**src/cnlc_pkg.sv**
```systemverilog
`default_nettype none
// ----------------------------------------------------------------------------
// cnlc_pkg
// Shared widths, codes and control types of the card number classifier.
// ----------------------------------------------------------------------------
package cnlc_pkg;

  localparam int CARD_W        = 54;
  localparam int BCD_DIGITS    = 18;
  localparam int BCD_W         = 4 * BCD_DIGITS;
  localparam int BITS_PER_STEP = 3;
  localparam int CONV_STEPS    = CARD_W / BITS_PER_STEP;
  localparam int STEP_W        = $clog2(CONV_STEPS);
  localparam int PAIR_W        = $clog2(BCD_DIGITS / 2);
  localparam int COUNT_W       = 5;

  localparam logic [COUNT_W-1:0] MAX_DIGITS = 5'd16;
  localparam logic [COUNT_W-1:0] LEN_13     = 5'd13;
  localparam logic [COUNT_W-1:0] LEN_15     = 5'd15;
  localparam logic [COUNT_W-1:0] LEN_16     = 5'd16;
  localparam logic [COUNT_W-1:0] COUNT_LIM  = 5'd17;

  localparam logic [1:0] KIND_NONE   = 2'd0;
  localparam logic [1:0] KIND_P34_37 = 2'd1;
  localparam logic [1:0] KIND_P51_55 = 2'd2;
  localparam logic [1:0] KIND_P4     = 2'd3;

  typedef struct packed {
    logic load;
    logic conv;
    logic scan;
    logic fin;
  } cmd_t;

  typedef struct packed {
    logic rest_zero;
  } sts_t;

endpackage

`default_nettype wire

```
**src/cnlc_ctrl.sv**
```systemverilog
`default_nettype none
// ----------------------------------------------------------------------------
// cnlc_ctrl
// Sequencer: load, binary to decimal steps, digit pair scan, result transfer.
// ----------------------------------------------------------------------------
module cnlc_ctrl (
  input  wire logic          clk,
  input  wire logic          rst_n,
  input  wire logic          in_valid,
  output logic               in_stall,
  output logic               out_valid,
  input  wire logic          out_stall,
  input  wire cnlc_pkg::sts_t sts,
  output cnlc_pkg::cmd_t     cmd
);

  typedef enum logic [3:0] {
    S_IDLE = 4'b0001,
    S_CONV = 4'b0010,
    S_SCAN = 4'b0100,
    S_FIN  = 4'b1000
  } state_t;

  state_t                        state_r, state_nxt;
  logic [cnlc_pkg::STEP_W-1:0]   step_r, step_nxt;
  logic                          out_valid_r, out_valid_nxt;

  always_comb begin
    state_nxt = state_r;
    step_nxt  = step_r;
    cmd       = '0;
    unique case (state_r)
      S_IDLE: begin
        if (in_valid) begin
          cmd.load  = 1'b1;
          step_nxt  = '0;
          state_nxt = S_CONV;
        end
      end
      S_CONV: begin
        cmd.conv = 1'b1;
        if (step_r == cnlc_pkg::STEP_W'(cnlc_pkg::CONV_STEPS - 1)) begin
          state_nxt = S_SCAN;
        end else begin
          step_nxt = step_r + 1'b1;
        end
      end
      S_SCAN: begin
        cmd.scan = 1'b1;
        if (sts.rest_zero) begin
          state_nxt = S_FIN;
        end
      end
      S_FIN: begin
        if (!out_valid_r || !out_stall) begin
          cmd.fin   = 1'b1;
          state_nxt = S_IDLE;
        end
      end
      default: begin
        state_nxt = S_IDLE;
      end
    endcase
  end

  assign out_valid_nxt = cmd.fin | (out_valid_r & out_stall);

  always_ff @(posedge clk) begin
    if (!rst_n) begin
      state_r     <= S_IDLE;
      step_r      <= '0;
      out_valid_r <= 1'b0;
    end else begin
      state_r     <= state_nxt;
      step_r      <= step_nxt;
      out_valid_r <= out_valid_nxt;
    end
  end

  assign in_stall  = (state_r != S_IDLE);
  assign out_valid = out_valid_r;

endmodule

`default_nettype wire

```
**src/cnlc_dp.sv**
```systemverilog
`default_nettype none
// ----------------------------------------------------------------------------
// cnlc_dp
// Datapath: shift-add-3 decimal conversion, Luhn mod-10 scan, classification.
// ----------------------------------------------------------------------------
module cnlc_dp (
  input  wire logic                        clk,
  input  wire cnlc_pkg::cmd_t              cmd,
  output cnlc_pkg::sts_t                   sts,
  input  wire logic [cnlc_pkg::CARD_W-1:0] in_card_value,
  output logic [1:0]                       out_card_kind,
  output logic                             out_checksum_ok,
  output logic [cnlc_pkg::COUNT_W-1:0]     out_digit_count
);

  localparam int WORK_W = cnlc_pkg::BCD_W + cnlc_pkg::CARD_W;

  function automatic logic [3:0] luhn_double(input logic [3:0] d);
    logic [4:0] p;
    p = {d, 1'b0};
    if (p >= 5'd10) begin
      p = p - 5'd9;
    end
    return p[3:0];
  endfunction

  function automatic logic [3:0] mod10_add(input logic [3:0] a, input logic [3:0] b);
    logic [4:0] s;
    s = {1'b0, a} + {1'b0, b};
    if (s >= 5'd10) begin
      s = s - 5'd10;
    end
    return s[3:0];
  endfunction

  logic [cnlc_pkg::CARD_W-1:0]  bin_r, bin_nxt;
  logic [cnlc_pkg::BCD_W-1:0]   bcd_r, bcd_nxt;
  logic [3:0]                   sum_r, sum_nxt;
  logic [cnlc_pkg::COUNT_W-1:0] cnt_r, cnt_nxt;
  logic [3:0]                   lead_hi_r, lead_hi_nxt;
  logic [3:0]                   lead_lo_r, lead_lo_nxt;
  logic [3:0]                   prev_r, prev_nxt;
  logic [cnlc_pkg::PAIR_W-1:0]  pair_r, pair_nxt;
  logic [1:0]                   kind_r, kind_nxt;
  logic                         ok_r, ok_nxt;
  logic [cnlc_pkg::COUNT_W-1:0] count_r, count_nxt;

  logic [WORK_W-1:0]            work;
  logic [3:0]                   dig_lo, dig_hi;
  logic [cnlc_pkg::COUNT_W-1:0] cnt_even;
  logic                         len_ok;
  logic                         sum_ok;

  always_comb begin
    work = {bcd_r, bin_r};
    for (int s = 0; s < cnlc_pkg::BITS_PER_STEP; s++) begin
      for (int d = 0; d < cnlc_pkg::BCD_DIGITS; d++) begin
        if (work[cnlc_pkg::CARD_W + 4*d +: 4] >= 4'd5) begin
          work[cnlc_pkg::CARD_W + 4*d +: 4] = work[cnlc_pkg::CARD_W + 4*d +: 4] + 4'd3;
        end
      end
      work = {work[WORK_W-2:0], 1'b0};
    end
  end

  assign dig_lo   = bcd_r[3:0];
  assign dig_hi   = bcd_r[7:4];
  assign cnt_even = {pair_r, 1'b0};
  assign sum_ok   = (sum_r == 4'd0);
  assign len_ok   = (cnt_r <= cnlc_pkg::MAX_DIGITS) &&
                    ((cnt_r == cnlc_pkg::LEN_13) || (cnt_r == cnlc_pkg::LEN_15) ||
                     (cnt_r == cnlc_pkg::LEN_16));

  always_comb begin
    bin_nxt     = bin_r;
    bcd_nxt     = bcd_r;
    sum_nxt     = sum_r;
    cnt_nxt     = cnt_r;
    lead_hi_nxt = lead_hi_r;
    lead_lo_nxt = lead_lo_r;
    prev_nxt    = prev_r;
    pair_nxt    = pair_r;
    kind_nxt    = kind_r;
    ok_nxt      = ok_r;
    count_nxt   = count_r;
    if (cmd.load) begin
      bin_nxt     = in_card_value;
      bcd_nxt     = '0;
      sum_nxt     = '0;
      cnt_nxt     = '0;
      lead_hi_nxt = '0;
      lead_lo_nxt = '0;
      prev_nxt    = '0;
      pair_nxt    = '0;
    end else if (cmd.conv) begin
      bcd_nxt = work[WORK_W-1 -: cnlc_pkg::BCD_W];
      bin_nxt = work[cnlc_pkg::CARD_W-1:0];
    end else if (cmd.scan) begin
      sum_nxt  = mod10_add(mod10_add(sum_r, dig_lo), luhn_double(dig_hi));
      bcd_nxt  = {8'd0, bcd_r[cnlc_pkg::BCD_W-1:8]};
      prev_nxt = dig_hi;
      pair_nxt = pair_r + 1'b1;
      if (dig_hi != 4'd0) begin
        cnt_nxt     = cnt_even + 5'd2;
        lead_hi_nxt = dig_hi;
        lead_lo_nxt = dig_lo;
      end else if (dig_lo != 4'd0) begin
        cnt_nxt     = cnt_even + 5'd1;
        lead_hi_nxt = dig_lo;
        lead_lo_nxt = prev_r;
      end
    end else if (cmd.fin) begin
      ok_nxt    = sum_ok;
      count_nxt = cnt_r;
      kind_nxt  = cnlc_pkg::KIND_NONE;
      if (sum_ok && len_ok) begin
        if (lead_hi_r == 4'd3 && (lead_lo_r == 4'd4 || lead_lo_r == 4'd7)) begin
          kind_nxt = cnlc_pkg::KIND_P34_37;
        end else if (lead_hi_r == 4'd5 && lead_lo_r >= 4'd1 && lead_lo_r <= 4'd5) begin
          kind_nxt = cnlc_pkg::KIND_P51_55;
        end else if (lead_hi_r == 4'd4) begin
          kind_nxt = cnlc_pkg::KIND_P4;
        end
      end
    end
  end

  always_ff @(posedge clk) begin
    bin_r     <= bin_nxt;
    bcd_r     <= bcd_nxt;
    sum_r     <= sum_nxt;
    cnt_r     <= cnt_nxt;
    lead_hi_r <= lead_hi_nxt;
    lead_lo_r <= lead_lo_nxt;
    prev_r    <= prev_nxt;
    pair_r    <= pair_nxt;
    kind_r    <= kind_nxt;
    ok_r      <= ok_nxt;
    count_r   <= count_nxt;
  end

  assign sts.rest_zero   = (bcd_r[cnlc_pkg::BCD_W-1:8] == '0);
  assign out_card_kind   = kind_r;
  assign out_checksum_ok = ok_r;
  assign out_digit_count = count_r;

endmodule

`default_nettype wire

```
**src/card_number_luhn_classifier_core.sv**
```systemverilog
`default_nettype none
// ----------------------------------------------------------------------------
// card_number_luhn_classifier_core
// Luhn mod-10 check, digit count and prefix class of one binary card number.
// ----------------------------------------------------------------------------
// One card number is handled at a time. After the input transfer, the 54-bit
// value is converted to decimal, three bits per cycle through a shift-add-3
// unit; a scan then takes two digits per cycle from the right and stops
// after the highest nonzero pair; a final step loads the result register.
// The next item is taken in the cycle after the result is loaded, while the
// result waits in its register for the consumer. The load is held off, and
// the item takes longer, while an earlier result still waits there.
// ----------------------------------------------------------------------------
module card_number_luhn_classifier_core (
  input  wire logic                        clk,
  input  wire logic                        rst_n,
  input  wire logic                        in_valid,
  output logic                             in_stall,
  input  wire logic [cnlc_pkg::CARD_W-1:0] in_card_value,
  output logic                             out_valid,
  input  wire logic                        out_stall,
  output logic [1:0]                       out_card_kind,
  output logic                             out_checksum_ok,
  output logic [cnlc_pkg::COUNT_W-1:0]     out_digit_count
);

  cnlc_pkg::cmd_t cmd;
  cnlc_pkg::sts_t sts;

  cnlc_ctrl u_ctrl (
    .clk       (clk),
    .rst_n     (rst_n),
    .in_valid  (in_valid),
    .in_stall  (in_stall),
    .out_valid (out_valid),
    .out_stall (out_stall),
    .sts       (sts),
    .cmd       (cmd)
  );

  cnlc_dp u_dp (
    .clk             (clk),
    .cmd             (cmd),
    .sts             (sts),
    .in_card_value   (in_card_value),
    .out_card_kind   (out_card_kind),
    .out_checksum_ok (out_checksum_ok),
    .out_digit_count (out_digit_count)
  );

`ifndef SYNTHESIS
  a_busy_after_transfer: assert property (@(posedge clk) disable iff (!rst_n)
    (in_valid && !in_stall) |=> in_stall)
    else $error("input not held off after transfer");

  a_count_range: assert property (@(posedge clk) disable iff (!rst_n)
    out_valid |-> (out_digit_count <= cnlc_pkg::COUNT_LIM))
    else $error("digit count out of range");

  a_kind_needs_sum: assert property (@(posedge clk) disable iff (!rst_n)
    (out_valid && (out_card_kind != cnlc_pkg::KIND_NONE)) |-> out_checksum_ok)
    else $error("classified without checksum");

  a_kind_needs_len: assert property (@(posedge clk) disable iff (!rst_n)
    (out_valid && (out_card_kind != cnlc_pkg::KIND_NONE)) |->
    ((out_digit_count == cnlc_pkg::LEN_13) || (out_digit_count == cnlc_pkg::LEN_15) ||
     (out_digit_count == cnlc_pkg::LEN_16)))
    else $error("classified with bad length");
`endif

endmodule

`default_nettype wire
```
**config.mk**
```make
export PLATFORM = sky130hd
export DESIGN_NAME = card_number_luhn_classifier_core
export DESIGN_NICKNAME = d
export VERILOG_FILES = /design/src/cnlc_pkg.sv /design/src/cnlc_ctrl.sv /design/src/cnlc_dp.sv /design/src/card_number_luhn_classifier_core.sv
export SDC_FILE = /design/constraint.sdc
export NUM_CORES = 1
export LEC_CHECK = 0
export ABC_AREA = 1
export BUFFER_PORTS_ARGS = -buffer_cell sky130_fd_sc_hd__buf_2
export CELL_PAD_IN_SITES_DETAIL_PLACEMENT = 0
export CELL_PAD_IN_SITES_GLOBAL_PLACEMENT = 1
export CORE_MARGIN = 3
export CORE_UTILIZATION = 25
export CTS_CLUSTER_DIAMETER = 120
export DETAILED_ROUTE_END_ITERATION = 10
export GPL_ROUTABILITY_DRIVEN = 0
export PLACE_DENSITY_LB_ADDON = 0.1
export SYNTH_ARGS = -nofsm -noshare
export SYNTH_HDL_FRONTEND = slang
export SYNTH_SLANG_ARGS = --single-unit
```
**constraint.sdc**
```tcl
create_clock -name clk -period 3.7 [get_ports clk]
set_input_delay 0.185 -clock clk [delete_from_list [all_inputs] [get_ports clk]]
set_output_delay 0.185 -clock clk [all_outputs]
set_load 0.03 [all_outputs]
```
### Word level (Yosys, flattened, before mapping)

Index checks and enable logic that the tools add are counted.

| word-level totals | value |
|---|---|
| memories kept | 0 |
| bits in latches | 0 |
| output and inout port bits | 10 |
| ROM bits | 0 |
| logic and storage cells | 278 |
| bits in registers | 169 |
| input port bits | 58 |
| memory bits (writable) | 0 |

| cells by class | value |
|---|---|
| reductions and logical operators | 25 |
| bitwise gates (word level) | 6 |
| add/sub/neg operators | 63 |
| shift operators | 0 |
| order comparisons | 60 |
| equality and inequality tests | 19 |
| divide/modulo/power cells | 0 |
| multiply operators | 0 |
| mux-type cells | 90 |

Operator list:

| kind | count |
|---|---|
| 2-to-1 mux 4 bit | 68 |
| >= comparator 4 x 3 -> 1 bit, second input constant | 54 |
| adder 4 x 2 -> 4 bit, second input constant | 51 |
| 2-to-1 mux 72 bit | 2 |
| 2-to-1 mux 54 bit | 2 |
| logical NOT 64 bit | 1 |
| == test 4 x 3 -> 1 bit, second input constant | 5 |
| 2-to-1 mux 5 bit | 4 |
| case mux 4 bit (4 select lines) | 1 |
| >= comparator 5 x 4 -> 1 bit, second input constant | 3 |
| subtractor 4 bit, second input constant | 3 |
| adder 4 x 4 -> 5 bit | 2 |
| adder 5 x 1 -> 5 bit, second input constant | 2 |
| == test 5 x 4 -> 1 bit, second input constant | 2 |
| == test 5 bit, second input constant | 2 |
| case mux 5 bit (2 select lines) | 1 |
| adder 3 x 2 -> 3 bit, second input constant | 3 |
| 2-to-1 mux 3 bit | 3 |
| == test 4 x 2 -> 1 bit, second input constant | 2 |
| AND reduction 4 bit | 2 |
| nonzero test 2 bit | 4 |
| nonzero test 4 bit | 2 |
| 2-to-1 mux 1 bit | 7 |
| inequality test 2 bit, second input constant | 3 |
| other kinds (20) | 34 |

### Depth between registers and ports, before layout

Gate-level depths: netlist of run 1.

| depth | value |
|---|---|
| depth in word-level cells | 9 |
| mapped depth | 25 |
| gate-level depth less buffers | 25 |

### By module

From an unflattened synthesis of run 1, not the netlist that was laid out.

| second synthesis, totals | value |
|---|---|
| cell total of the unflattened synthesis | 2120 |
| area total of the unflattened synthesis | 14046.0 um^2 |

By module, submodules not included:

| module | cells an instance | sequential area each (um^2) | area an instance (um^2) | times used |
|---|---|---|---|---|
| cnlc_dp | 2022 | 3803.6 | 13449.1 | 1 |
| cnlc_ctrl | 98 | 200.2 | 596.8 | 1 |

### Least setup slack after synthesis of run 1

Ideal clock, no wire load.

| timing | value |
|---|---|
| path kind | flip-flop to flip-flop |
| from | register u_dp.bcd_r[0] in the netlist's numbering |
| to | register u_dp.sum_r[2] |
| buffers on the path | 0 |
| slack | 0.262 ns |
| data required time | 3.626 ns |
| arrival time | 3.364 ns |
| cell stages (with the launch flop) | 22 |
| library setup time | 0.074 ns |
| period minus slack after synthesis | 3.438 ns |
| path through | dfxtp_1 -> ha_1 -> fa_1 -> xor2_1 -> inv_1 -> ha_1 -> inv_1 -> o21ai_0 -> nand3_1 -> xor2_1 -> fa_1 -> nand2_1 -> inv_1 -> nor2_1 -> inv_1 -> ha_1 -> o31ai_1 -> nand2_1 -> nand2_1 -> inv_1 -> or2_2 -> a31oi_1 |

| on the way | value |
|---|---|
| word-level cells in the longest chain between the ends | 9 |
| elaborated cells on any way between the ends | 11 |
| classes of those cells | add/sub (4); order compare (2); mux (5) |

Ends and longest elaborated chain:

| what | line | RTL |
|---|---|---|
| start: declaration | cnlc_dp.sv:37 | `logic [cnlc_pkg::BCD_W-1:0] bcd_r, bcd_nxt;` |
| start signal: assignment | cnlc_dp.sv:130 | `bcd_r <= bcd_nxt;` |
| adder 4 x 4 -> 5 bit * | cnlc_dp.sv:29 | `s = {1'b0, a} + {1'b0, b};` |
| subtractor 4 bit / >= comparator 5 x 4 -> 1 bit (equally long branches) | cnlc_dp.sv:31, cnlc_dp.sv:30 |  |
| 2-to-1 mux 4 bit * | cnlc_dp.sv:30 | `if (s >= 5'd10) begin` |
| 2-to-1 mux 4 bit * | cnlc_dp.sv:98 | `end else if (cmd.scan) begin` |
| 2-to-1 mux 4 bit * | cnlc_dp.sv:95 | `end else if (cmd.conv) begin` |
| 2-to-1 mux 4 bit * | cnlc_dp.sv:86 | `if (cmd.load) begin` |
| adder 4 x 4 -> 5 bit * | cnlc_dp.sv:29 |  |
| subtractor 4 bit / >= comparator 5 x 4 -> 1 bit (equally long branches) | cnlc_dp.sv:31, cnlc_dp.sv:30 |  |
| 2-to-1 mux 4 bit * | cnlc_dp.sv:30 |  |
| end signal: assignment | cnlc_dp.sv:131 | `sum_r <= sum_nxt;` |
| end: declaration | cnlc_dp.sv:38 | `logic [3:0] sum_r, sum_nxt;` |

Mark *: on every way between the ends. The rest lies on a longest branch, timed or not. The select of a mux whose other input is x is not followed.
A chain may end at the register's enable or synchronous reset.

### Worst setup path in the final report of run 1

| timing | value |
|---|---|
| from | register u_dp.sum_r[0] |
| to | register u_dp.sum_r[2] |

| on the way | value |
|---|---|
| word-level cells in the longest chain between the ends | 9 |
| elaborated cells on any way between the ends | 11 |
| classes of those cells | add/sub (4); order compare (2); mux (5) |

Ends and longest elaborated chain:

| what | line |
|---|---|
| adder 4 x 4 -> 5 bit * | cnlc_dp.sv:29 |
| subtractor 4 bit / >= comparator 5 x 4 -> 1 bit (equally long branches) | cnlc_dp.sv:31, cnlc_dp.sv:30 |
| 2-to-1 mux 4 bit * | cnlc_dp.sv:30 |
| 2-to-1 mux 4 bit * | cnlc_dp.sv:98 |
| 2-to-1 mux 4 bit * | cnlc_dp.sv:95 |
| 2-to-1 mux 4 bit * | cnlc_dp.sv:86 |
| adder 4 x 4 -> 5 bit * | cnlc_dp.sv:29 |
| subtractor 4 bit / >= comparator 5 x 4 -> 1 bit (equally long branches) | cnlc_dp.sv:31, cnlc_dp.sv:30 |
| 2-to-1 mux 4 bit * | cnlc_dp.sv:30 |

Marks and branches as above.

==> impl.org, run 1 <==
** Synthesis
- After synthesis, the netlist uses 47 different library cells.
- Number of synthesized flops with an enable pin :: 62
- After synthesis the netlist holds a flip-flop and latch count of 169.
- The share of the Yosys chip area taken by registers is 29.3%.
- Cells after synthesis :: 1997
- Synthesized area per cell :: 6.84 um2
- The most used flip-flop cell after synthesis is dfxtp_1.
- During synthesis, Yosys emitted a total of 0 warnings.
- Cell area after synthesis :: 13700 um2
- Net count after synthesis :: 2194
- After synthesis, the share of flip-flops with an asynchronous set or reset is 0%.

** Detailed routing
- Number of iterations in the first detailed-routing pass :: 5
- Routed length per instance :: 14.2 um
- Dividing the detail-routed via count by the number of cells gives 4.52.
- Once detail routing completed, the nets flagged for antenna violations numbered 0.
- Summing over every cut layer, the via total after detailed routing is 12700.
- After detailed routing, the total wire length is 40100 um.
- In this run, the number of DRC markers left after iteration 0 of detailed routing was 618.
- DRC Markers :: 0

** Timing
- Timing would allow up to 289 MHz.
- Subtracting the final worst setup slack from the clock period gives 3.46 ns.
- For the pin with the worst max-slew slack, the measured transition is 1.12 ns.
- Across all hold checks on the routed design, the worst slack comes to 0.0733 ns.
- Number of hold violations in the final report :: 0
- The clock arrives with 0.0102 ns of skew.
- Setup violations remaining at the end of the flow were counted as 0.
- Headroom to the max-slew limit came out at 25.4%.
- Smallest setup slack after layout :: 0.241 ns
- The count of pins over their slew limit is 0.
- After layout, the worst path uses 93.5% of the clock period.

** Setup path
- Worst path bufs/invs :: 6
- Startpoint of the lowest-slack register-to-register path :: u_dp.sum_r[0]
- Delay-heaviest family, CP :: adder cells
- Most frequent CP cell :: inv_1
- In this run the worst path has a maximum fanout of 4.
- The worst setup path is captured at a flop.
- The setup path with the least slack is of type flop to flop.
- Worst r2r path cells :: 23
- STA classifies the critical path startpoint as a flop.
- Crit path required time :: 4.11 ns
- FF-to-FF setup slack :: 0.24 ns
- CP cell instances :: ha_4 > fa_2 > xor2_2 > inv_1 > ha_1 > inv_1 > o21ai_1 > nand3_1 > buf_6 > nor2_2 > a21oi_2 > ha_1 > nand2_1 > inv_1 > nor2_2 > inv_1 > ha_1 > o31ai_1 > nand2_1 > nand2_2 > inv_2 > or2_2 > a31oi_1
- The critical path starts at u_dp.sum_r[0].
- For this design, the slowest cell found on the critical path is fa_2.
- The worst register-to-register path ends at u_dp.sum_r[2].
- The largest single stage delay on the critical path is 0.38 ns.
- STA puts the critical path data arrival time at 3.87 ns.

** Global routing
- Vias in the first global route :: 12200
- After global routing the overflow that remains totals 0.
- Combined global-route utilization of all metal layers :: 14.2%
- Number of antenna violations at the first check in global routing :: 1
- Entering global routing, the biggest net connects 75 pins.
- Global-route wire length before repair :: 65000 um

** Layout
- Relative to the synthesized area, the layout overhead comes to 17.8%.
- Fillers :: 5871
- Summing all flip-flop and latch instances after layout gives 4010 um2.
- The multi-input combinational cells in the finished layout cover a total of 8490 um2.
- Once layout is complete, the utilization of the core stands at 29.8%.
- Once layout is done, the placed cells without fillers occupy 16100 um2.
- Final Net Count :: 2307
- The post-route netlist has 10.4% of its cells at a drive strength greater than 1.

** Pwr
- Design Power :: 7.55 mW
- IR analysis of the VDD net gives a maximum drop of 0.382 mV.
- Total power density per cell area :: 469 nW/um2
- Leak pwr :: 7.70 nW

** Clock tree
- Maximum level of the CTS H-tree :: 4
- Clock sinks :: 169
- The longest clock path from root to sink contains 2 buffers.
- The root buffer cell chosen for the clock tree is clkbuf_16.
- Clock-pin slew was measured on the worst setup and hold paths at 0.07 ns.
- Number of buffers created by CTS :: 17
- Clock network latency to the later pin of the worst-skew pair :: 0.48 ns
- TritonCTS built the clock tree.

** Hold path
- Along the worst hold path, the cell count comes to 4.
- Endpoint with the worst hold slack :: u_ctrl.state_r[0]
- Path type of the worst min-delay path :: primary input to flop
- In this run the most critical hold path is launched from in_valid.

** Floorplan
- Boundary Pins :: 68
- Initial core utilization :: 25.3%
- Floorplan Core Area :: 53900 um2
- Die area :: 57500 um2
- Measured along the x axis, the die boundary spans 240 um.
- Number of placement rows :: 85
- From bottom edge to top edge, the die measures 240 um.

** Placed design
- Post-place instance area :: 14900 um2
- Detailed placement finished with a half-perimeter wire length of 28900 um.
- Pre-CTS setup slack :: 0.0907 ns
- Buffers placed on the I/O ports in this run total 67.

** Run status
- Run status :: complete, no violations

** Flow run
- Total of max-cap violations :: 0
==> worst reg2reg max path: stages (launching register included) <==
cell	delay, ns
dfxtp_2	0.34
ha_4	0.17
fa_2	0.38
xor2_2	0.17
inv_1	0.07
ha_1	0.14
inv_1	0.05
o21ai_1	0.12
nand3_1	0.15
buf_6	0.16
nor2_2	0.08
a21oi_2	0.04
ha_1	0.33
nand2_1	0.09
inv_1	0.05
nor2_2	0.11
inv_1	0.05
ha_1	0.20
o31ai_1	0.06
nand2_1	0.09
nand2_2	0.07
inv_2	0.04
or2_2	0.26
a31oi_1	0.17
==> placed cells by master (no fill, tap or decap), drive strengths merged <==
cell type,count
clkbuf,17
a31oi,13
dlygate4sd3,56
nor4,3
o211ai,23
a311oi,1
or2,12
o41ai,2
a211oi,3
and3,1
clkinv,8
nor3b,1
inv,271
buf,94
dfxtp,107
o21ai,213
clkinvlp,2
nand2,584
a21oi,105
fa,2
nand3b,11
ha,137
nand4,21
nor3,13
bufinv,2
xnor2,16
xor2,42
o31ai,1
nand3,207
o221ai,1
nor2,87
and2,3
o22ai,1
o21bai,1
diode,1
edfxtp,62
==> metrics by stage <==
step / std cells / setup TNS, ns
global placement: 2729 / 0
floorplan: 1997 / 0
detailed placement: 2729 / 0
finish: 2820 / 0
global route: 2819 / -0.0166
CTS: 2817 / 0
==> report_power, final <==
part           switching, mW  internal, mW  leakage [nW]
sequential             0.182          2.20          1.46
clock                  0.891          1.01         0.283
combinational           2.12          1.15          5.96
==> Yosys cell counts (4+ instances only) <==
cell,instances,share of area [%]
o21ai_1,25,0.92
nand3_2,5,0.37
o211ai_1,23,1.3
inv_1,255,7.0
nor3_1,10,0.37
a21oi_2,4,0.26
nand2_1,560,15
o21ai_2,6,0.38
xor2_1,29,1.9
nand3_1,202,7.4
o21ai_0,180,6.6
xor2_2,13,1.5
inv_2,11,0.30
ha_1,137,13
nand4_1,21,0.96
buf_1,7,0.19
buf_2,5,0.18
a21oi_1,101,3.7
edfxtp_1,62,14
xnor2_1,16,1.0
nand3b_1,11,0.60
clkbuf_1,43,1.2
or2_2,11,0.50
dfxtp_1,107,16
nand2_2,22,1.0
a31oi_1,13,0.60
nor2_1,84,2.3
==> flip-flops by register name, indices dropped and copies added, names as in the netlist, 5 cells and up <==
signal and cells:
u_dp.cnt_r 5, u_dp.bin_r 54, u_dp.out_digit_count 5, u_dp.bcd_r 72, u_ctrl.step_r 5
==> final cells by class <==
type                    instances  share of cell area (%)
inverters                     268                    6.25
clock inverters                15                    1.03
clock buffers                  17                    2.64
well taps                     696                    5.41
flip-flops and latches        169                    24.9
multi-input cells            1504                    52.7
repair buffers                150                    7.01
diodes                          1                  0.0156
==> worst max-delay path by stage <==
| stage | endpoint | cells past startpoint |
|---|---|---|
| after floorplan | u_dp.sum_r[2] | 21 |
| after global placement | u_dp.sum_r[2] | 21 |
| after detailed placement | u_dp.sum_r[2] | 21 |
| after CTS | u_dp.sum_r[2] | 21 |
| after global routing | u_dp.sum_r[2] | 23 |
| final | u_dp.sum_r[2] | 23 |
==> cells by family after synthesis <==
kind of cell	share of synthesized area, %
flip-flops	29.3
adder cells (fa/ha/maj)	12.8
AND/OR/NAND/NOR	29.9
AO/OA/AOI/OAI	14.5
XOR/XNOR	4.43
buffers and inverters	8.98
==> per-layer routing <==
| layer | GRT usage [%] | part of all wire [%] | wire length, um |
|---|---|---|---|
| met1 | 19.7 | 51 | 20600 |
| met2 | 23.0 | 46 | 18300 |
| met3 | 2.14 | 1.8 | 739 |
| met4 | 3.63 | 1.1 | 444 |
| met5 | 0 | 0 | 0 |
==> repair_timing <==
item                                    in CTS  in global routing
gates resized for setup                      0                 14
hold buffers                                56                  0
setup buffers                                0                  2
endpoints found under the setup margin       0                  3
endpoints found under the hold margin       58                  0
Note: power is estimated with default switching activity, not from simulation.
==> run 2, diff against run 1 <==
==> constraint.sdc (replaced) <==
create_clock -name clk -period 3.7 [get_ports clk]
set_input_delay 0.74 -clock clk [delete_from_list [all_inputs] [get_ports clk]]
set_output_delay 0.74 -clock clk [all_outputs]
set_load 0.03 [all_outputs]
==> run 2 against run 1 <==
Net effect: count of clock-buffer cells in the layout stayed put; critical endpoint unchanged; first-iteration DRC count increased by 14%; cell count shrank 2.1%; clock power about the same; sequential power about the same; sequential share of layout area rose by 0.97 points; combinational power down 2%; largest cell class unchanged; non-clock buffer count fell by 59; global-route usage down 0.14 points.
==> impl.org, run 2 (synthesized netlist as in run 1, its figures left out) <==
** Detailed routing
- Routed length per instance :: 14.5 um (was 14.2 um)
- The number of iterations in the first detailed-routing pass was 5 (unchanged).
- The highest layer used for signal routing was met4 (unchanged).
- The remaining routing DRC violations is 0 (unchanged).
- Vias per cell :: 4.58 (was 4.52)
- The number of routed nets with antenna violations is 0 (unchanged).
- Total via count in the routed design :: 12700 (about the same)
- Post-Route WL :: 40100 um (about the same)
- Met1 wire length :: 20300 um (was 20600 um)
- Met2 Routed Length :: 18600 um (was 18300 um)
- Met3 layer wire length in the routed design :: 805 um (was 739 um)
- The number of DRC violations after detailed-routing iteration 0 was 703 (was 618).

** Floorplan
- The floorplan die area is 57500 um2 (unchanged).
- Number of placement rows :: 85 (unchanged)
- The die boundary width came to 240 um (unchanged).
- Initial core utilization :: 25.3% (unchanged)
- The placeable core region came to 53900 um2 (unchanged).
- Boundary Pins :: 68 (unchanged)
- The height of the die was 240 um (unchanged).

** Timing
- Actual transition at the worst max-transition pin :: 1.11 ns (was 1.12 ns)
- Final worst hold slack :: 0.476 ns (was 0.0733 ns)
- Pins Over Slew Limit :: 0 (unchanged)
- Fin Clk Skew :: 0.0153 ns (was 0.0102 ns)
- Remaining max-slew budget at the tightest pin :: 25.6% (was 25.4%)
- Clock period minus worst slack :: 3.44 ns (was 3.46 ns)
- Setup repair after global routing could not meet its margin everywhere.
- Number of hold violations in the final report :: 0 (unchanged)
- The setup-violating endpoint count in the final report came to 0 (unchanged).
- The part of the cycle the worst path needs is 93.0% (was 93.5%).
- Maximum clock frequency :: 291 MHz (was 289 MHz)
- The final setup slack of the worst path came to 0.259 ns (was 0.241 ns).

** Hold path
- The class of the most critical hold timing path was flop to flop (was primary input to flop).
- Startpoint of the most critical hold path :: u_dp.prev_r[2] (was in_valid)

** Clock tree
- The insertion delay to the later sink of the worst-skew pair came to 0.49 ns (was 0.48 ns).
- The cell chosen for the clock root is clkbuf_16 (unchanged).
- Number of buffers on the longest clock path :: 2 (unchanged)
- The TritonCTS clock tree is built (unchanged).
- Maximum level of the CTS H-tree :: 4 (unchanged)
- The count of clock tree sinks came to 169 (unchanged).
- The total clock buffers created by CTS came to 17 (unchanged).
- Clock transition at the registers of the reported paths :: 0.08 ns (was 0.07 ns)

** Setup path
- Launch point of the worst path :: u_dp.sum_r[0] (unchanged)
- The number of buffer and inverter stages on the critical path was 6 (unchanged).
- CP cell instances: ha_2 > fa_2 > xor2_1 > inv_1 > ha_1 > inv_1 > o21ai_2 > nand3_2 > buf_4 > a21oi_2 > ha_1 > nand2_2 > inv_1 > nor2_4 > inv_1 > ha_2 > o31ai_1 > nand2_1 > nand2_1 > inv_1 > or2_2 > a31oi_1 (was ha_4 > fa_2 > xor2_2 > inv_1 > ha_1 > inv_1 > o21ai_1 > nand3_1 > buf_6 > nor2_2 > a21oi_2 > ha_1 > nand2_1 > inv_1 > nor2_2 > inv_1 > ha_1 > o31ai_1 > nand2_1 > nand2_2 > inv_2 > or2_2 > a31oi_1).
- Sort of element at the end of the critical path :: flop (unchanged)
- Max FO, Critical Path :: 4 (unchanged)
- The peak per-stage delay on the critical path is 0.35 ns (was 0.38 ns).
- Startpoint of the lowest-slack register-to-register path :: u_dp.sum_r[0] (unchanged)
- The category of the worst setup path launch point was a flop (unchanged).
- The critical path's slowest cell is fa_2 (unchanged).
- The category of cells accounting for the largest share of critical-path delay is adder cells (unchanged).
- The endpoint arrival time on the critical path came to 3.86 ns (was 3.87 ns).
- The critical path's most frequent cell was inv_1 (unchanged).
- The type of the setup path with the least slack was flop to flop (unchanged).
- Crit path required time :: 4.12 ns (was 4.11 ns)

** Run status
- Run status :: complete, no violations (unchanged)

** Pwr
- Largest voltage drop on the vdd net :: 0.372 mV (was 0.382 mV)
- Design Power :: 7.46 mW (was 7.55 mW)
- Total power density per cell area :: 482 nW/um2 (was 469 nW/um2)
- Leak pwr :: 7.45 nW (was 7.70 nW)

** Layout
- Most frequent cells in the layout: nand2_1 (557), inv_1 (254), nand3_1 (200) (was nand2_1 (557), inv_1 (253), nand3_1 (201)).
- The area growth from synthesis to layout came to 13.4% (was 17.8%).
- Largest registers :: u_dp.bcd_r: 72 flops, u_dp.bin_r: 54 flops (unchanged)
- The most frequent standard cell in the layout excluding fill and tap cells was nand2_1 (unchanged).
- The post-layout net count came to 2248 (was 2307).
- The number of flip-flops in the largest register is 72 (unchanged).
- The register name with the most flops was u_dp.bcd_r (unchanged).
- Number of diodes added for antenna fixing :: 0 (was 1)
- Proportion of layout cells with a drive suffix above 1 :: 10.7% (was 10.4%)

** Placed design
- The number of port buffers is 67 (unchanged).
- The worst setup slack after placement is -0.00237 ns (was 0.0907 ns).
- The HPWL after detailed placement was 29400 um (was 28900 um).

** Global routing
- GRT overflow :: 0 (unchanged)
- The number of antenna violations at the first check in global routing came to 1 (unchanged).
- Combined global-route utilization of all metal layers :: 14.1% (was 14.2%)
- The number of global-route vias before repair is 11800 (was 12200).
- Pin count of the biggest net entering global routing :: 67 (was 75)
- Global-route wire length before repair :: 63700 um (was 65000 um)

** Flow run
- Total of max-cap violations :: 0 (unchanged)
-- run 2: cell count changes in the layout (fill, tap and decap cells not counted), moves of 2 or more --
cell	previous run	this run
ha_2	0	2
dlygate4sd3_1	56	0
inv_8	0	3
clkinvlp_4	1	3
clkinv_1	4	2
inv_6	5	3
nor2_2	5	3
-- run 2: final cells by class --
| cell class | count | area, um2 |
|---|---|---|
| tap | 696 | 871 |
| fill | 5942 | 38400 |
| sequential | 169 | 4010 |
| multi-input combinational | 1504 | 8490 |
| inverter | 268 | 1010 |
| timing repair buffer | 91 | 528 |
| clock buffer | 17 | 425 |
| clock inverter | 15 | 160 |
-- run 2: where the power goes --
group | switching, mW | total, mW | internal [mW] | leakage, nW
Sequential | 0.185 | 2.38 | 2.20 | 1.46
Combinational | 2.12 | 3.20 | 1.09 | 5.72
Clock | 0.920 | 1.87 | 0.951 | 0.279
-- run 2: layer usage --
metal	up-vias	track usage [%]
li1	6653	-
met3	20	2.42
met4	0	3.28
met2	118	22.8
met5	-	0
met1	5860	19.4
-- run 2: timing repair --
action	in CTS	in global routing
setup buffers	0	1
resized for setup	1	12
endpoints found under the setup margin	1	3
hold buffers	0	0
gates cloned	0	0
pin swaps	0	3
-- run 2: final timing paths --
check / to / slack [ns] / cells past startpoint
min reg2reg: u_dp.lead_lo_r[2] / 0.48 / 2
max reg2reg: u_dp.sum_r[2] / 0.26 / 22
min: u_dp.lead_lo_r[2] / 0.48 / 2
max: u_dp.sum_r[2] / 0.26 / 22
-- run 2: tightest hold or removal path, cell delays in order, from the launching register on --
cell and delay [ns]:
dfxtp_1 0.31, nand2_1 0.06, a31oi_1 0.07
-- run 2: metrics by stage --
step / instances / setup TNS (ns) / cell area, um2 / util (%)
2_1_floorplan: 1997 / 0 / 13700 / -
3_3_place_gp: 2727 / 0 / 14900 / 27.5
3_5_place_dp: 2727 / -0.00237 / 14900 / 27.5
4_1_cts: 2759 / 0 / 15400 / 28.6
5_1_grt: 2760 / -0.0481 / 15500 / 28.7
6_report: 2760 / 0 / 15500 / 28.7
==> run 3, diff against run 2 <==
Settings changed: CORE_MARGIN 3 to 8.
==> run 3 against run 2 <==
Net effect: count of clock-buffer cells in the layout unchanged; core utilization about the same; clock skew decreased by 0.0012 ns; global-route usage decreased by 1.4 points; final area increased by 0.11%; die area increased by 8.5%; combinational power about the same; clock power decreased by 5%; worst setup slack improved by 0.031 ns; critical endpoint unchanged; largest cell class unchanged; largest power group unchanged.
==> impl.org, run 3 (synthesized netlist as in run 1, its figures left out) <==
** Clock tree
- Clock network latency to the later pin of the worst-skew pair :: 0.45 ns (was 0.49 ns)
- Hold-fix buffers, CTS :: 0 (unchanged)
- Number of buffers on the longest clock path :: 2 (unchanged)
- TritonCTS clock tree :: built (unchanged)
- Clock transition at the registers of the reported paths :: 0.08 ns (about the same)
- The count of clock tree sinks is 169 (unchanged).
- The H-tree level count is 4 (unchanged).
- The total clock buffers created by CTS was 17 (unchanged).
- Root buffer cell :: clkbuf_16 (unchanged)

** Timing
- Actual transition at the worst max-transition pin :: 1.11 ns (about the same)
- Post-Route Setup TNS :: 0 ns (unchanged)
- Setup repair after global routing missed its margin: false (was true).
- The part of the cycle the worst path needs was 92.2% (was 93.0%).
- The setup-violating endpoint count in the final report came to 0 (unchanged).
- The final number of hold-violating endpoints was 0 (unchanged).
- The final setup slack of the worst path was 0.290 ns (was 0.259 ns).
- The count of pins over their slew limit was 0 (unchanged).
- Maximum clock frequency :: 293 MHz (was 291 MHz)
- The post-route clock skew came to 0.0141 ns (was 0.0153 ns).
- Clock period minus worst slack :: 3.41 ns (was 3.44 ns)
- Remaining max-slew budget at the tightest pin :: 25.7% (was 25.6%)

** Global routing
- Number of antenna violations at the first check in global routing :: 1 (unchanged)
- The overall track demand over capacity in global routing came to 12.6% (was 14.1%).
- Vias in the first global route :: 11900 (was 11800)
- GRT overflow :: 0 (unchanged)
- Pin count of the biggest net entering global routing :: 70 (was 67)
- The wire length of the first global-routing pass came to 64500 um (was 63700 um).

** Setup path
- The category of the worst setup path launch point was a flop (unchanged).
- The category of cells accounting for the largest share of critical-path delay was adder cells (unchanged).
- Most frequent CP cell :: inv_1 (unchanged)
- The critical path's slowest cell is fa_2 (unchanged).
- Worst path bufs/invs :: 5 (was 6)
- The kind of capture point of the worst setup path is a flop (unchanged).
- Arrival @ worst endpoint :: 3.79 ns (was 3.86 ns)
- CP cell instances :: ha_2 > fa_2 > xor2_2 > inv_1 > ha_1 > inv_1 > o21ai_2 > nand3_4 > xor2_2 > fa_2 > nand2_2 > inv_1 > nor2_2 > inv_1 > ha_1 > o31ai_1 > nand2_1 > nand2_2 > inv_1 > or2_2 > a31oi_1 (was ha_2 > fa_2 > xor2_1 > inv_1 > ha_1 > inv_1 > o21ai_2 > nand3_2 > buf_4 > a21oi_2 > ha_1 > nand2_2 > inv_1 > nor2_4 > inv_1 > ha_2 > o31ai_1 > nand2_1 > nand2_1 > inv_1 > or2_2 > a31oi_1)
- The largest driver fanout on the critical path was 4 (unchanged).
- The setup slack of the worst register-to-register path was 0.29 ns (was 0.26 ns).
- Crit path required time :: 4.08 ns (was 4.12 ns)
- The type of the setup path with the least slack was flop to flop (unchanged).
- Delay contributed by the slowest stage of the critical path :: 0.38 ns (was 0.35 ns)

** Layout
- Largest registers :: u_dp.bcd_r: 72 flops, u_dp.bin_r: 54 flops (unchanged)
- The final standard cell count with taps included and fillers excluded came to 2764 (was 2760).
- Final Net Count :: 2252 (was 2248)
- The number of flip-flops in the largest register came to 72 (unchanged).
- Most frequent cells in the layout: nand2_1 (556), inv_1 (254), nand3_1 (200) (was nand2_1 (557), inv_1 (254), nand3_1 (200)).
- The register name with the most flops is u_dp.bcd_r (unchanged).
- Utilization of the core after routing :: 28.8% (was 28.7%)
- Commonest non-fill, non-tap cell in the layout :: nand2_1 (unchanged)
- The antenna diode instance count is 0 (unchanged).
- Area added between synthesis and finish :: 13.5% (was 13.4%)
- Proportion of layout cells with a drive suffix above 1 :: 10.9% (was 10.7%)

** Floorplan
- Boundary Pins :: 68 (unchanged)
- Horizontal die dimension :: 250 um (was 240 um)
- The floorplan die area was 62400 um2 (was 57500 um2).
- The row count is 85 (unchanged).
- The height of the die came to 250 um (was 240 um).
- Floorplan Core Area :: 53900 um2 (unchanged)
- The effective utilization at floorplan is 25.3% (unchanged).

** Placed design
- Number of buffers added on ports :: 67 (unchanged)
- The cell count after placement is 2731 (was 2727).
- Post-DP HPWL :: 29800 um (was 29400 um)
- The worst setup slack after placement was 0.101 ns (was -0.00237 ns).

** Detailed routing
- The per-cell via count in the routed design is 4.52 (was 4.58).
- Count of routing violations after the opening detailed-route iteration :: 761 (was 703)
- Total via count in the routed design :: 12500 (was 12700)
- Number of iterations in the first detailed-routing pass :: 5 (unchanged)
- DRC Markers :: 0 (unchanged)
- The detailed-route wire length per cell is 14.4 um (was 14.5 um).
- Count of antenna-violating nets left after detailed routing :: 0 (unchanged)
- Post-Route WL :: 39800 um (was 40100 um)

** Hold path
- Path type of the worst min-delay path :: flop to flop (unchanged)

** Pwr
- Leak pwr :: 7.46 nW (was 7.45 nW)
- Design internal power :: 4.20 mW (was 4.24 mW)
- The fraction of power spent switching nets came to 43.2% (about the same).
- The portion of total power attributed to the clock network came to 24.1% (was 25.1%).
- Relative contribution of sequential cells to total power :: 32.2% (was 32.0%)
- Total power density per cell area :: 477 nW/um2 (was 482 nW/um2)
- The share of total power in combinational logic came to 43.7% (was 43.0%).
- Net load switching power :: 3.20 mW (was 3.22 mW)
- Design Power :: 7.39 mW (was 7.46 mW)
- The peak ir drop on the vdd network came to 0.330 mV (was 0.372 mV).

** Run status
- Run status :: complete, no violations (unchanged)

** Flow run
- The total of max-cap violations was 0 (unchanged).
-- run 3: path summary, 6_finish.rpt --
kind / cells past startpoint / to / start
worst max-delay path: 21 / u_dp.sum_r[2] / u_dp.sum_r[0]
worst min-delay path: 2 / u_dp.bcd_r[69] / u_dp.bcd_r[69]
worst max register to register: 21 / u_dp.sum_r[2] / u_dp.sum_r[0]
worst min register to register: 2 / u_dp.bcd_r[69] / u_dp.bcd_r[69]
-- run 3: cell type report --
class / count / area [um2]
Clock buffer: 17 / 425
Timing Repair Buffer: 95 / 558
Multi-Input combinational cell: 1504 / 8500
Sequential cell: 169 / 4010
Clock inverter: 15 / 134
Inverter: 268 / 1010
Fill cell: 5859 / 38400
Tap cell: 696 / 871
-- run 3: worst register-to-register path: cells and delay by family, from the launching register on --
family	cells	cell delay (ns)
adders and majority gates	5	1.28
and+or+nand+nor	6	0.71
xor gates and xnor gates	2	0.38
AOI/OAI and AO/OA	3	0.37
DFF	1	0.33
buffers and inverters	5	0.29
-- run 3: what timing repair did --
item	CTS	global route
setup buffers	0	1
gates resized for setup	0	15
endpoints found under the setup margin	0	3
hold endpoints to repair	0	0
-- run 3: power groups by stage --
stage	clock, mW	combinational [mW]	sequential (mW)
CTS	1.85	3.25	2.38
finish	1.78	3.23	2.38
floorplan	0	2.47	2.37
global placement	0	3.25	2.42
global route	1.92	3.78	2.41
detailed placement	0	3.23	2.42
-- run 3: routing by layer --
metal / vias to the layer above / share of wire (%) / GRT usage, %
met4: 2 / 0.80 / 2.31
met5: - / 0.023 / 0
li1: 6661 / - / -
met1: 5711 / 51 / 17.5
met2: 99 / 46 / 20.8
met3: 16 / 2.2 / 2.02
-- run 3: through the flow --
stage          hold slack (ns)  cell area, um2
2_1_floorplan            0.432           13700
3_3_place_gp             0.463           14900
3_5_place_dp             0.465           14900
4_1_cts                  0.481           15400
5_1_grt                  0.504           15500
6_report                 0.472           15500
